==> config.mk <==
export PLATFORM = sky130hd
export DESIGN_NAME = gyro_bias_calibrator_unit
export DESIGN_NICKNAME = d
export VERILOG_FILES = /design/src/rtl/gbc_pkg.sv /design/src/rtl/gbc_div_const.sv /design/src/rtl/gbc_core.sv /design/src/rtl/gyro_bias_calibrator_unit.sv
export SDC_FILE = /design/constraint.sdc
export NUM_CORES = 2
export LEC_CHECK = 0
export CAP_MARGIN = 10
export CORE_MARGIN = 8
export CORE_UTILIZATION = 54
export CTS_BUF_LIST = sky130_fd_sc_hd__clkbuf_8 sky130_fd_sc_hd__clkbuf_16
export DETAILED_ROUTE_END_ITERATION = 16
export DONT_BUFFER_PORTS = 1
export MAX_ROUTING_LAYER = met4
export PLACE_DENSITY = 0.71
export SLEW_MARGIN = 20
export SYNTH_ARGS = -nofsm -noshare
export SYNTH_HDL_FRONTEND = slang
export SYNTH_SLANG_ARGS = --single-unit
==> constraint.sdc <==
create_clock -name clock -period 17.52 [get_ports clock]
set_input_delay 0.876 -clock clock [delete_from_list [all_inputs] [get_ports clock]]
set_output_delay 0.876 -clock clock [all_outputs]
set_load 0.01 [all_outputs]
==> src/rtl/gbc_pkg.sv <==
// ----------------------------------------------------------------------------
// gbc_pkg
// Shared types and codes for the gyro bias calibrator: the sample and result
// structures, the phase encoding, the status codes and the register indexes.
// ----------------------------------------------------------------------------
package gbc_pkg;

   localparam int AXIS_W = 16;
   localparam int REQ_W  = 48;
   localparam int RSP_W  = 56;
   localparam int CSR_INDEX_W = 8;
   localparam int CSR_DATA_W  = 32;

   localparam logic [1:0] STATUS_SETTLE = 2'd0;
   localparam logic [1:0] STATUS_SAMPLE = 2'd1;
   localparam logic [1:0] STATUS_DONE   = 2'd2;
   localparam logic [1:0] STATUS_ABORT  = 2'd3;

   localparam logic [CSR_INDEX_W-1:0] CSR_SETTLE_TICKS = 8'd0;
   localparam logic [CSR_INDEX_W-1:0] CSR_MOTION_LIMIT = 8'd1;

   localparam logic [15:0] SETTLE_TICKS_RESET = 16'd600;
   localparam logic [31:0] MOTION_LIMIT_RESET = 32'd14400;

   typedef enum logic [3:0] {
      PH_SETTLE = 4'b0001,
      PH_SAMPLE = 4'b0010,
      PH_DONE   = 4'b0100,
      PH_ABORT  = 4'b1000
   } phase_type;

   // x sits in the lowest bits.
   typedef struct packed {
      logic signed [AXIS_W-1:0] z;
      logic signed [AXIS_W-1:0] y;
      logic signed [AXIS_W-1:0] x;
   } sample_type;

   typedef struct packed {
      logic signed [AXIS_W-1:0] offset_z;
      logic signed [AXIS_W-1:0] offset_y;
      logic signed [AXIS_W-1:0] offset_x;
      logic [1:0]               status;
   } result_type;

   typedef struct packed {
      logic                   write;
      logic [CSR_INDEX_W-1:0] index;
      logic [CSR_DATA_W-1:0]  data;
   } csr_write_type;

endpackage

==> src/rtl/gbc_div_const.sv <==
// ----------------------------------------------------------------------------
// gbc_div_const
// Signed division by a constant, truncating toward zero, done as a multiply
// by a rounded-up reciprocal on the magnitude. Exact for every input value.
// ----------------------------------------------------------------------------
module gbc_div_const #(
   parameter int DIVISOR = 400,
   parameter int IN_W    = 25
) (
   input  logic signed [IN_W-1:0]           dividend,
   output logic signed [gbc_pkg::AXIS_W-1:0] quotient
);

   localparam int LOGD   = $clog2(DIVISOR);
   localparam int SHIFT  = IN_W + LOGD;
   localparam int M_W    = IN_W + 1;
   localparam int PROD_W = IN_W + M_W;
   localparam logic [63:0] RECIP_FULL =
      ((64'd1 << SHIFT) + 64'(DIVISOR) - 64'd1) / 64'(DIVISOR);
   localparam logic [M_W-1:0] RECIP = RECIP_FULL[M_W-1:0];

   logic                        negative;
   logic [IN_W-1:0]             magnitude;
   logic [PROD_W-1:0]           product;
   logic [gbc_pkg::AXIS_W-1:0]  q_mag;

   assign negative  = dividend[IN_W-1];
   assign magnitude = negative ? IN_W'(-dividend) : IN_W'(dividend);
   assign product   = PROD_W'(magnitude) * PROD_W'(RECIP);
   // The quotient magnitude never exceeds 32768, which still negates cleanly.
   assign q_mag     = product[SHIFT +: gbc_pkg::AXIS_W];
   assign quotient  = negative ? $signed(-q_mag) : $signed(q_mag);

endmodule

==> src/rtl/gbc_core.sv <==
// ----------------------------------------------------------------------------
// gbc_core
// Calibration state and the per-tick step: settling count, motion check by
// squared distance, running sums and the final averaging.
// ----------------------------------------------------------------------------
module gbc_core #(
   parameter int SAMPLE_COUNT = 400
) (
   input  logic                   clock,
   input  logic                   reset,
   input  logic                   step_en,
   input  gbc_pkg::sample_type    sample,
   input  gbc_pkg::csr_write_type csr,
   output gbc_pkg::result_type    result
);

   localparam int SUM_W = gbc_pkg::AXIS_W + $clog2(SAMPLE_COUNT);
   localparam logic [15:0] COUNT_LIMIT = 16'(SAMPLE_COUNT);

   logic [15:0]                  settle_ticks_ff;
   logic [31:0]                  motion_limit_ff;
   gbc_pkg::phase_type           phase_ff, phase_in;
   logic [15:0]                  count_ff, count_in;
   logic                         seeded_ff, seeded_in;
   logic signed [15:0]           prev_ff [3];
   logic signed [15:0]           prev_in [3];
   logic signed [SUM_W-1:0]      sum_ff  [3];
   logic signed [SUM_W-1:0]      sum_in  [3];
   logic signed [15:0]           bias_ff [3];
   logic signed [15:0]           bias_in [3];
   logic signed [15:0]           quot    [3];
   logic signed [15:0]           s       [3];
   logic signed [15:0]           prev_eff [3];
   logic signed [16:0]           diff    [3];
   logic [31:0]                  square  [3];
   logic [33:0]                  dist_sq;
   logic                         enter_sample;
   logic                         sampling;
   logic [15:0]                  count_s;
   logic [1:0]                   status;

   assign s[0] = sample.x;
   assign s[1] = sample.y;
   assign s[2] = sample.z;

   for (genvar a = 0; a < 3; a++) begin : g_axis
      gbc_div_const #(
         .DIVISOR (SAMPLE_COUNT),
         .IN_W    (SUM_W)
      ) u_div (
         .dividend (sum_ff[a]),
         .quotient (quot[a])
      );

      // The first sample seeds the reference, so its distance is zero.
      assign prev_eff[a] = seeded_ff ? prev_ff[a] : s[a];
      assign diff[a]     = 17'(prev_eff[a]) - 17'(s[a]);
      // The square of a 17-bit difference still fits in 32 bits.
      assign square[a]   = 32'($unsigned(34'(diff[a]) * 34'(diff[a])));
   end

   assign dist_sq = 34'(square[0]) + 34'(square[1]) + 34'(square[2]);

   always_comb begin
      phase_in     = phase_ff;
      count_in     = count_ff;
      seeded_in    = seeded_ff;
      prev_in      = prev_ff;
      sum_in       = sum_ff;
      bias_in      = bias_ff;
      enter_sample = 1'b0;

      if (phase_ff == gbc_pkg::PH_SETTLE) begin
         if (count_ff < settle_ticks_ff) begin
            count_in = count_ff + 16'd1;
         end else begin
            enter_sample = 1'b1;
         end
      end

      sampling = (phase_ff == gbc_pkg::PH_SAMPLE) || enter_sample;
      count_s  = enter_sample ? 16'd0 : count_ff;

      if (sampling) begin
         count_in = count_s;
         phase_in = gbc_pkg::PH_SAMPLE;
         if (count_s < COUNT_LIMIT) begin
            seeded_in = 1'b1;
            if (dist_sq > 34'(motion_limit_ff)) begin
               phase_in = gbc_pkg::PH_ABORT;
               prev_in  = prev_eff;
            end else begin
               for (int a = 0; a < 3; a++) begin
                  prev_in[a] = s[a];
                  sum_in[a]  = sum_ff[a] + SUM_W'(s[a]);
               end
               count_in = count_s + 16'd1;
            end
         end else begin
            bias_in  = quot;
            phase_in = gbc_pkg::PH_DONE;
         end
      end
   end

   always_comb begin
      unique case (phase_in)
         gbc_pkg::PH_SETTLE: status = gbc_pkg::STATUS_SETTLE;
         gbc_pkg::PH_SAMPLE: status = gbc_pkg::STATUS_SAMPLE;
         gbc_pkg::PH_DONE:   status = gbc_pkg::STATUS_DONE;
         gbc_pkg::PH_ABORT:  status = gbc_pkg::STATUS_ABORT;
         default:            status = gbc_pkg::STATUS_ABORT;
      endcase
   end

   always_comb begin
      result.status = status;
      if (phase_in == gbc_pkg::PH_DONE) begin
         result.offset_x = bias_in[0];
         result.offset_y = bias_in[1];
         result.offset_z = bias_in[2];
      end else begin
         result.offset_x = '0;
         result.offset_y = '0;
         result.offset_z = '0;
      end
   end

   always_ff @(posedge clock) begin
      if (reset) begin
         settle_ticks_ff <= gbc_pkg::SETTLE_TICKS_RESET;
         motion_limit_ff <= gbc_pkg::MOTION_LIMIT_RESET;
      end else if (csr.write) begin
         unique case (csr.index)
            gbc_pkg::CSR_SETTLE_TICKS: settle_ticks_ff <= csr.data[15:0];
            gbc_pkg::CSR_MOTION_LIMIT: motion_limit_ff <= csr.data;
            default: ;
         endcase
      end
   end

   always_ff @(posedge clock) begin
      if (reset) begin
         phase_ff  <= gbc_pkg::PH_SETTLE;
         count_ff  <= '0;
         seeded_ff <= 1'b0;
         for (int a = 0; a < 3; a++) begin
            sum_ff[a] <= '0;
         end
      end else if (step_en) begin
         phase_ff  <= phase_in;
         count_ff  <= count_in;
         seeded_ff <= seeded_in;
         sum_ff    <= sum_in;
      end
   end

   always_ff @(posedge clock) begin
      if (step_en) begin
         prev_ff <= prev_in;
         bias_ff <= bias_in;
      end
   end

endmodule

==> src/rtl/gyro_bias_calibrator_unit.sv <==
// A request beat is taken into the input register and moves into the result register once
// that slot is free; rsp_tvalid is driven from the result register.
// Throughput: one request beat per cycle while the result stream is not stalled; the
// calibration step for a tick is one core pass between the input and result registers.
// Reset (synchronous, active high) returns the block to settling with zero
// sums and the register defaults; the configuration port is always ready.
// ----------------------------------------------------------------------------
// gyro_bias_calibrator_unit
// Top level: stream ports, input register, calibration core, result register.
// ----------------------------------------------------------------------------
module gyro_bias_calibrator_unit #(
   parameter int SAMPLE_COUNT = 400
) (
   input  logic                              clock,
   input  logic                              reset,
   input  logic                              req_tvalid,
   output logic                              req_tready,
   // gyro_x [15:0], gyro_y [31:16], gyro_z [47:32]
   input  logic [gbc_pkg::REQ_W-1:0]         req_tdata,
   output logic                              rsp_tvalid,
   input  logic                              rsp_tready,
   // status [1:0], offset_x [17:2], offset_y [33:18], offset_z [49:34], zero pad
   output logic [gbc_pkg::RSP_W-1:0]         rsp_tdata,
   input  logic                              csr_valid,
   output logic                              csr_ready,
   input  logic [gbc_pkg::CSR_INDEX_W-1:0]   csr_index,
   input  logic [gbc_pkg::CSR_DATA_W-1:0]    csr_data
);

   logic                   in_valid_ff;
   gbc_pkg::sample_type    in_data_ff;
   logic                   out_valid_ff;
   gbc_pkg::result_type    out_data_ff;
   gbc_pkg::result_type    core_result;
   gbc_pkg::csr_write_type csr;
   logic                   advance;

   // A buffered beat moves into the result register whenever that slot frees.
   assign advance    = in_valid_ff && (!out_valid_ff || rsp_tready);
   assign req_tready = !in_valid_ff || advance;
   assign csr_ready  = 1'b1;

   assign csr.write = csr_valid;
   assign csr.index = csr_index;
   assign csr.data  = csr_data;

   gbc_core #(
      .SAMPLE_COUNT (SAMPLE_COUNT)
   ) u_core (
      .clock   (clock),
      .reset   (reset),
      .step_en (advance),
      .sample  (in_data_ff),
      .csr     (csr),
      .result  (core_result)
   );

   always_ff @(posedge clock) begin
      if (reset) begin
         in_valid_ff  <= 1'b0;
         out_valid_ff <= 1'b0;
      end else begin
         if (req_tvalid && req_tready) begin
            in_valid_ff <= 1'b1;
         end else if (advance) begin
            in_valid_ff <= 1'b0;
         end
         if (advance) begin
            out_valid_ff <= 1'b1;
         end else if (rsp_tready) begin
            out_valid_ff <= 1'b0;
         end
      end
   end

   always_ff @(posedge clock) begin
      if (req_tvalid && req_tready) begin
         in_data_ff <= req_tdata;
      end
      if (advance) begin
         out_data_ff <= core_result;
      end
   end

   assign rsp_tvalid = out_valid_ff;
   assign rsp_tdata  = {6'd0, out_data_ff};

endmodule

==> impl_results.md <==
- Post-CTS Setup Bufs: 0
- CTS tree: built
- Drc violations: 0
- CP Launch Type: flip-flop
- Initial antenna violation count: 31
- Hold buffer count at cts: 0
- HPWL Detailed: roughly 190000 um
- Hold path startpoint: req_tdata[45]
- Router iterations before antenna repair: 5
- Worst Skew: between 40 and 50 ps
- Yosys top cell area share: 0.3450
- Count leader, synth: inv_1
- Final Max Slew Viols: 0
- Max-cap violations: 0
- Number of port buffers: 0
- Slowest CP cell: or4b_2
- Initial Util: 0.5444
- Rel. slew slack: 0.2732
- Setup Crit Path Kind: flip-flop to flip-flop
- Vias in the first global route: about 65000
- Worst-skew pair later-pin latency: between 600 and 700 ps
- FF/Latch Area: 8750 um^2
- Post-Syn Area: between 80000 and 90000 um^2
- CTS clk-pin slew, worst paths: around 70 ps
- Worst r2r src: u_core.seeded_ff$_SDFFE_PP0P_
- Endpoints failing setup: 0
- Hold Fails Final Rpt: 0
- Die Ht: approximately 400 um
- IO Pins: 152
- Gr ovfl total: 0
- Crit-path max cell delay: between 600 and 700 ps
- Hold Crit Class: input port to flip-flop
- Reg2reg end: u_core.count_ff[5]$_SDFFE_PP0P_
- Fin crit period: 16340 ps
- Die W: approximately 400 um
- Clock Tree Buf Depth: 3
- Final #Nets: 11810
- Reg-to-reg setup timing slack: between 1000 and 1500 ps
- Area Growth Syn to Fin: 5.386%
- WP data arrival: 16870 ps
- EDFF count, synth: between 150 and 200
- Sequential cell area fraction in the yosys report: 0.1057
- CTS H-Tree Depth: 2
- Maximum fanout along the worst path: 17
- Iteration-0 DRC Markers: around 4600
- Die area: between 150000 and 200000 um^2
- R2R cell count: 65
- Post-synth top cells: inv_1 (2264), fa_1 (1427), ha_1 (1258)
- Post-Syn Instances: around 9000
- Post-Syn Area per Cell: slightly above 9 um^2
- Synth Register Bits: 340
- Area leader, netlist: fa_1
- Crit path required time: ~18000 ps
- FILL cells: 13530
- Worst Hold Path EP: in_data_ff[45]$_DFFE_PP_
- GR Util All Layers: 0.2703
- Multi-input gate area: approximately 65000 um^2
- Wire length per cell: 19.57 um
- Status: finished clean
- Via total after detailed routing: around 61000
- PostCTS Resize Cnt: 0
- Vias per cell: about 5.5
- Yosys warnings: 0
- Synth unique cells: 95
- Post-route antenna net violation count: 0
- Final WL: between 200000 and 250000 um
- Post-synth ARST share: 0
- Unrepaired setup endpoints after global routing: no
- Most common cell on crit path: a21oi_1
- Largest net degree at the start of global routing: between 100 and 150
- Top cells by area in the synthesized netlist: fa_1 (35%), ha_1 (19%), inv_1 (10%)
- Root Driver: clkbuf_16
- First-pass GRT wire length: ~350000 um
- Std cell rows: 143
- Worst Hold Depth: 0
- Clock Sinks: 340
- Crit share post-route: 0.9329
- Setup TNS: 0 ps
- Core footprint: 152100 um^2
- Share of cells above drive strength 1: 0.03032
- Actual slew at the worst max-slew pin: about 1100 ps
- CTS Buf Count: 44
- Endpoint class of the critical path: flip-flop
- Final Wtd Congestion: between 0.9 and 1
- FMAX: ~61 MHz
- Synth Flop Type: edfxtp_1
logic make-up after synthesis:
kind of cell,synth area share
AO/OA/AOI/OAI,0.09770
XOR/XNOR,0.04426
adder cells (fa/ha/maj),0.5352
buffers and inverters,0.1119
flip-flops,0.1057
multiplexers,0.004428
other,0.00009071
AND/OR/NAND/NOR,0.1008
flip-flops by register name, summed over array words and instances, names as in the netlist:
signal,flops
rsp_tdata,50
u_core.bias_ff,48
in_data_ff,48
u_core.phase_ff,4
u_core.count_ff,16
u_core.sum_ff,75
u_core.motion_limit_ff,32
u_core.seeded_ff,1
in_valid_ff,1
u_core.prev_ff,48
u_core.settle_ticks_ff,16
rsp_tvalid,1
cell usage in the layout (no fill, tap or decap), drive strengths merged, types with 49 or more instances in the layout:
cell	count
and3	52
a21o	143
a21oi	457
clkbuf	49
and2	95
xnor2	312
o21ai	248
fa	1427
ha	1258
nand3	92
nand2	661
xor2	103
buf	110
nor2	546
dfxtp	146
edfxtp	194
o21a	54
nor2b	54
nor3	97
inv	2275
worst max-delay path, delay by kind of cell (launching register included):
family | cells | cell delay, ps
AND/OR/NAND/NOR | 10 | 2320
multiplexers | 1 | 280
flip-flops | 1 | 510
adder cells (fa/ha/maj) | 12 | 4920
AO/OA/AOI/OAI | 31 | 6930
buffers and inverters | 9 | 1010
XOR/XNOR | 2 | 290
per-layer routing:
layer / vias up / global-route usage / part of all wire
li1: 28560 / - / -
met1: 30430 / 0.3524 / 0.42
met2: 1753 / 0.4483 / 0.48
met3: 366 / 0.03404 / 0.063
met4: 0 / 0.07230 / 0.031
met5: - / - / 0
metrics by stage:
stage,setup slack (ps),cell area [um^2],utilization,hold slack [ps],instances
5_1_grt,200.5,87230,0.5735,297.9,11110
3_5_place_dp,1498,85610,0.5629,450.0,11020
6_report,1176,87250,0.5737,336.0,11120
4_1_cts,1412,87180,0.5733,282.8,11100
3_3_place_gp,1798,85610,0.5629,443.0,11020
2_1_floorplan,3050,82810,-,436.3,9054
layout make-up:
| cell class | count | area share |
|---|---|---|
| antenna | 20 | 0.0005736 |
| clock buffer | 49 | 0.01367 |
| clock inverter | 32 | 0.004316 |
| inverter | 2283 | 0.09821 |
| multi-input combinational | 6255 | 0.7441 |
| sequential | 340 | 0.1003 |
| tap | 2030 | 0.02911 |
| timing repair buffer | 110 | 0.009751 |
worst max-delay path by stage:
stage / depth (start not counted) / slack, ps / from / end
2_1_floorplan: 64 / 3050 / u_core.seeded_ff$_SDFFE_PP0P_ / u_core.count_ff[7]$_SDFFE_PP0P_
3_3_place_gp: 63 / 1800 / u_core.seeded_ff$_SDFFE_PP0P_ / u_core.sum_ff[45]$_SDFFE_PP0P_
3_5_place_dp: 64 / 1500 / u_core.seeded_ff$_SDFFE_PP0P_ / u_core.count_ff[5]$_SDFFE_PP0P_
4_1_cts: 64 / 1410 / u_core.seeded_ff$_SDFFE_PP0P_ / u_core.count_ff[5]$_SDFFE_PP0P_
5_1_grt: 61 / 200 / u_core.seeded_ff$_SDFFE_PP0P_ / u_core.count_ff[5]$_SDFFE_PP0P_
6_report: 65 / 1180 / u_core.seeded_ff$_SDFFE_PP0P_ / u_core.count_ff[5]$_SDFFE_PP0P_
Power is not shown: default switching activity piles up to over one toggle a cycle in this logic, so the estimate is an artifact.
